===== config.mk =====
export PLATFORM = sky130hd
export DESIGN_NAME = spdc_ctrl
export DESIGN_NICKNAME = d
export VERILOG_FILES = /design/src/hw/rtl/spdc_pkg.sv /design/src/hw/rtl/spdc_ctrl.sv
export SDC_FILE = /design/constraint.sdc
export NUM_CORES = 1
export LEC_CHECK = 0
export BUFFER_PORTS_ARGS = -buffer_cell sky130_fd_sc_hd__buf_4
export CAP_MARGIN = 20
export CORE_AREA = 10 10 47 49
export CTS_BUF_LIST = sky130_fd_sc_hd__clkbuf_4
export CTS_CLUSTER_SIZE = 24
export DETAILED_ROUTE_END_ITERATION = 16
export DIE_AREA = 0 0 57 59
export GPL_TIMING_DRIVEN = 1
export PLACE_DENSITY = 0.5
export SETUP_SLACK_MARGIN = 0.02
export SLEW_MARGIN = 20
export SYNTH_ARGS = -nofsm -noshare
export SYNTH_HDL_FRONTEND = slang
export SYNTH_SLANG_ARGS = --single-unit
export TNS_END_PERCENT = 5

===== constraint.sdc =====
create_clock -name clk -period 1.25 [get_ports clk]
set_input_delay 0.0625 -clock clk [delete_from_list [all_inputs] [get_ports clk]]
set_output_delay 0.0625 -clock clk [all_outputs]
set_load 0.03 [all_outputs]

===== src/hw/rtl/spdc_pkg.sv =====
package spdc_pkg;

	localparam int MAX_TAXA         = 16;
	localparam int MAX_PATTERNS     = 256;
	localparam int CODES_PER_COLUMN = 16;
	localparam int TAXA_LIMIT       = (MAX_TAXA < CODES_PER_COLUMN) ? MAX_TAXA : CODES_PER_COLUMN;
	localparam int TABLE_CAP        = (MAX_PATTERNS < 256) ? MAX_PATTERNS : 256;
	localparam int IDX_W            = 8;
	localparam int STORED_W         = IDX_W + 1;
	localparam int COL_W            = 2 * CODES_PER_COLUMN;
	localparam int CNT_W            = 16;
	localparam int TAXA_W           = 5;
	localparam int MODE_W           = 2;
	localparam int IN_DATA_W        = 40;
	localparam int OUT_DATA_W       = 72;
	localparam int OUT_USER_W       = 2;

	localparam logic [TAXA_W-1:0]   TAXA_RESET = TAXA_W'(16);
	localparam logic [CNT_W-1:0]    COUNT_MAX  = '1;
	localparam logic [STORED_W-1:0] TABLE_CAP_V = STORED_W'(TABLE_CAP);

	typedef enum logic [MODE_W-1:0] {
		MODE_CLEAR  = 2'd0,
		MODE_INSERT = 2'd1,
		MODE_READ   = 2'd2,
		MODE_NONE   = 2'd3
	} mode_t;

	typedef enum logic [1:0] {
		ST_IDLE,
		ST_SCAN,
		ST_READ,
		ST_FINISH
	} spdc_state_t;

	typedef struct packed {
		logic accept;
		logic scan_rd;
		logic read_rd;
		logic finish;
	} spdc_cmd_t;

	typedef struct packed {
		logic hit;
		logic exhausted;
		logic out_free;
	} spdc_stat_t;

	function automatic logic [COL_W-1:0] taxa_mask(input logic [TAXA_W-1:0] taxa);
		logic [TAXA_W:0]    n;
		logic [COL_W-1:0]   m;
		n = {1'b0, taxa};
		if (n == '0)
			n = (TAXA_W+1)'(1);
		if (n > (TAXA_W+1)'(TAXA_LIMIT))
			n = (TAXA_W+1)'(TAXA_LIMIT);
		m = '0;
		for (int i = 0; i < CODES_PER_COLUMN; i++) begin
			if ((TAXA_W+1)'(i) < n)
				m[2*i +: 2] = 2'b11;
		end
		return m;
	endfunction

endpackage


===== src/hw/rtl/spdc_ctrl.sv =====
module spdc_ctrl
	import spdc_pkg::*;
(
	input  logic              clk,
	input  logic              arst_n,
	input  logic              in_valid,
	input  logic [MODE_W-1:0] in_mode,
	output logic              in_ready,
	input  spdc_stat_t        stat,
	output spdc_cmd_t         cmd
);

	spdc_state_t state_q, state_d;

	always_ff @(posedge clk or negedge arst_n) begin
		if (!arst_n)
			state_q <= ST_IDLE;
		else
			state_q <= state_d;
	end

	always_comb begin
		state_d  = state_q;
		cmd      = '0;
		in_ready = 1'b0;
		unique case (state_q)
			ST_IDLE: begin
				in_ready = 1'b1;
				if (in_valid) begin
					cmd.accept = 1'b1;
					unique case (mode_t'(in_mode))
						MODE_INSERT: state_d = ST_SCAN;
						MODE_READ:   state_d = ST_READ;
						MODE_CLEAR,
						MODE_NONE:   state_d = ST_FINISH;
						default:     state_d = ST_FINISH;
					endcase
				end
			end
			ST_SCAN: begin
				priority if (stat.hit) begin
					state_d = ST_FINISH;
				end else if (stat.exhausted) begin
					state_d = ST_FINISH;
				end else begin
					cmd.scan_rd = 1'b1;
				end
			end
			ST_READ: begin
				cmd.read_rd = 1'b1;
				state_d     = ST_FINISH;
			end
			ST_FINISH: begin
				if (stat.out_free) begin
					cmd.finish = 1'b1;
					state_d    = ST_IDLE;
				end
			end
			default: state_d = ST_IDLE;
		endcase
	end

endmodule


==> impl_metrics.env <==
export IMPL_status="finished, violations left"
export IMPL_violations="setup timing"
export IMPL_slew_limit_headroom=0.830
export IMPL_grt_overflow=0
export IMPL_drt_first_pass_iters=1
export IMPL_rr_worst_depth=5
export IMPL_drt_wl_total_um=629
export IMPL_fp_dieH_um=59
export IMPL_min_period_ps=1350
export IMPL_areaGrowthSynthToFinish_pct=110
export IMPL_power_density_nw_per_um2=2380
export IMPL_critPathMaxFanout=3
export IMPL_top_register="state_q"
export IMPL_synth_top_area_share=0.287
export IMPL_grt_usage=0.0399
export IMPL_p_int_mw=0.628
export IMPL_grt_pass1_vias=244
export IMPL_ys_async_sr_fraction=1.00
export IMPL_ys_seq_area_frac=0.230
export IMPL_synth_compound_area_frac=0.121
export IMPL_min_period_over_period=1.08
export IMPL_synth_edf_count=0
export IMPL_ios=13
export IMPL_drc_errors=0
export IMPL_cp_depth=4
export IMPL_routedWlPerCell_um=11.2
export IMPL_switching_share=0.424
export IMPL_n_antenna_cell=0
export IMPL_fin_worst_skew_ps=3.90
export IMPL_root_buffer="clkbuf_4"
export IMPL_fin_area_um2=457
export IMPL_syn_nets=34
export IMPL_nNetsFinal=55
export IMPL_fillCellCount=158
export IMPL_syn_area_per_cell_um2=10.4
export IMPL_largest_reg_flops=2
export IMPL_drv_cap=0
export IMPL_ys_top_cells_by_count="5 x ha_1, 4 x inv_1, 2 x dfrtp_1, 2 x mux2i_1"
export IMPL_die_area_um2=3360
export IMPL_worst_pin_slew_ps=255
export IMPL_dp_cells=52
export IMPL_tritoncts="built"
export IMPL_reg2reg_from="state_q[1]"
export IMPL_hold_viol_final=0
export IMPL_setup_ws_ps=-105
export IMPL_hold_class="primary input to async pin"
export IMPL_yosys_warnings=0
export IMPL_top_regs="state_q x2"
export IMPL_grt_pass1_wl_um=952
export IMPL_numCtsBuffers=3
export IMPL_yosys_area_share_simple=0.201
export IMPL_std_cell_rows=14
export IMPL_p_sw_mw=0.462
export IMPL_slowest_stage="dfrtp_1"
export IMPL_setup_worst_path_class="flip-flop to output pin"
export IMPL_yosysTopAreaCell="ha_1"
export IMPL_clk_latency_ps=220
export IMPL_required_ps=1190
export IMPL_yosysMostFrequentCell="ha_1"
export IMPL_antenna_found_initial=0
export IMPL_drt_initial_drc_count=0
export IMPL_synth_top_family_by_area="adder cells"
export IMPL_path_buf_inv=2
export IMPL_synth_cell_types=12
export IMPL_drive_gt1_frac=0.675
export IMPL_synth_area_top_cells="ha_1 29%, dfrtp_1 23%, mux2i_1 9.2%"
export IMPL_h_tree_depth=1
export IMPL_fmax_ghz=0.738
export IMPL_timing_rr_end="state_q[1]"
export IMPL_power_leakage_nw=0.218
export IMPL_synth_mux_area_frac=0.0920
export IMPL_cp_start_kind="flip-flop"
export IMPL_path_clk_slew_ps=30
export IMPL_cts_sink_count=2
export IMPL_route_antenna_remaining_nets=0
export IMPL_cts_max_path_buffers=2
export IMPL_r2r_slack_ps=-50
export IMPL_vias_per_cell=3.86
export IMPL_rsz0062_at_grt="yes"
export IMPL_worst_setup_path_end_kind="output pin"
export IMPL_cp_data_arrival_time_ps=1290
export IMPL_coreArea_um2=1400
export IMPL_seq_area_um2=51.3
export IMPL_p_comb_frac=0.731
export IMPL_die_w_um=57
export IMPL_cpPeakStageDelay_ps=400
export IMPL_ir_worst_vdd_mv=0.705
export IMPL_fin_cells=56
export IMPL_critPathTopFamily="flip-flops"
export IMPL_pwr_share_clk=0.131
export IMPL_synth_adder_area_share=0.287
export IMPL_start_util=0.155
export IMPL_place_congestion=0.661
export IMPL_netlist_area_um2=218
export IMPL_place_area_um2=353
export IMPL_syn_inst=21
export IMPL_grt_max_degree=5
export IMPL_ys_ff_latch=2
export IMPL_portBuffers=12
export IMPL_finalSetupViolCount=5
export IMPL_multiInputGateArea_um2=203
export IMPL_via_count=216
export IMPL_synthXorXnorAreaFrac=0
export IMPL_seqPwrFrac=0.138
export IMPL_synthFlopType="dfrtp_1"
export IMPL_postCtsSetupBuffers=0
export IMPL_slew_viol_final=0
export IMPL_path_cells="inv_2 -> ha_4 -> nor3b_4 -> buf_6"
[worst max-delay path by stage]
stage               start          to
2_1_floorplan  state_q[1]  state_q[0]
3_3_place_gp   state_q[1]  state_q[1]
3_5_place_dp   state_q[1]  state_q[1]
4_1_cts        state_q[1]  state_q[1]
5_1_grt        state_q[1]      cmd[2]
6_report       state_q[1]      cmd[2]
[cell usage in the layout, fill, tap and decap left out]
cell type and n:
buf_4 9, buf_6 6, ha_4 3, clkbuf_4 3, inv_2 2, inv_1 2, mux2i_1 2, ha_1 2
nor3b_4 1, and2_4 1, and2_1 1, nand3b_1 1, o21ai_0 1, a221oi_4 1, nand2_1 1, o22ai_1 1
dlygate4sd3_1 1, dfrtp_2 1, dfrtp_1 1
[metal layers]
| metal | vias to the layer above | share of wire | global-route usage |
|---|---|---|---|
| li1 | 108 | - | - |
| met1 | 95 | 0.34 | 0.0336 |
| met2 | 13 | 0.50 | 0.0512 |
| met3 | 0 | 0.15 | 0.0279 |
| met4 | 0 | 0 | 0.0604 |
| met5 | - | 0 | 0 |
[power groups by stage]
stage	clock network, mW	registers (mW)	logic (mW)
global route	0.156	0.157	0.869
detailed placement	0	0.136	0.619
global placement	0	0.136	0.613
floorplan	0	0.128	0.412
CTS	0.153	0.146	0.753
finish	0.143	0.150	0.796
[through the flow]
step / setup TNS (ps) / worst slack [ps] / total power [mW] / util / hold WS, ps
6_report: -272 / -105 / 1.09 / 0.326 / 160
2_1_floorplan: -157 / -78.5 / 0.540 / - / -233
5_1_grt: -686 / -194 / 1.18 / 0.326 / 164
3_5_place_dp: -145 / -84.9 / 0.755 / 0.252 / -154
4_1_cts: -370 / -94.2 / 1.05 / 0.314 / 148
3_3_place_gp: -134 / -80.1 / 0.749 / 0.252 / -154
[kinds of logic (layout without fill, tap and decap cells)]
group,count (synthesis),in the layout
muxes,2,2
adders and majority gates,5,5
and+or+nand+nor,5,5
AOI/OAI and AO/OA,3,3
buffers and inverters,4,23
DFF,2,2
[final cells by class]
class / count / area share
clock buffer: 3 / 0.0493
multi-input combinational: 15 / 0.444
inverter: 4 / 0.0329
timing repair buffer: 16 / 0.318
tap: 16 / 0.0438
sequential: 2 / 0.112
[what timing repair did]
action | 4_1_cts | 5_1_grt
hold endpoints to repair | 2 | 0
hold buffers | 1 | 0
pin swaps | 2 | 1
gates cloned | 0 | 0
endpoints found under the setup margin | 5 | 7
resized for setup | 11 | 3
Note: power is estimated with default switching activity, not from simulation.
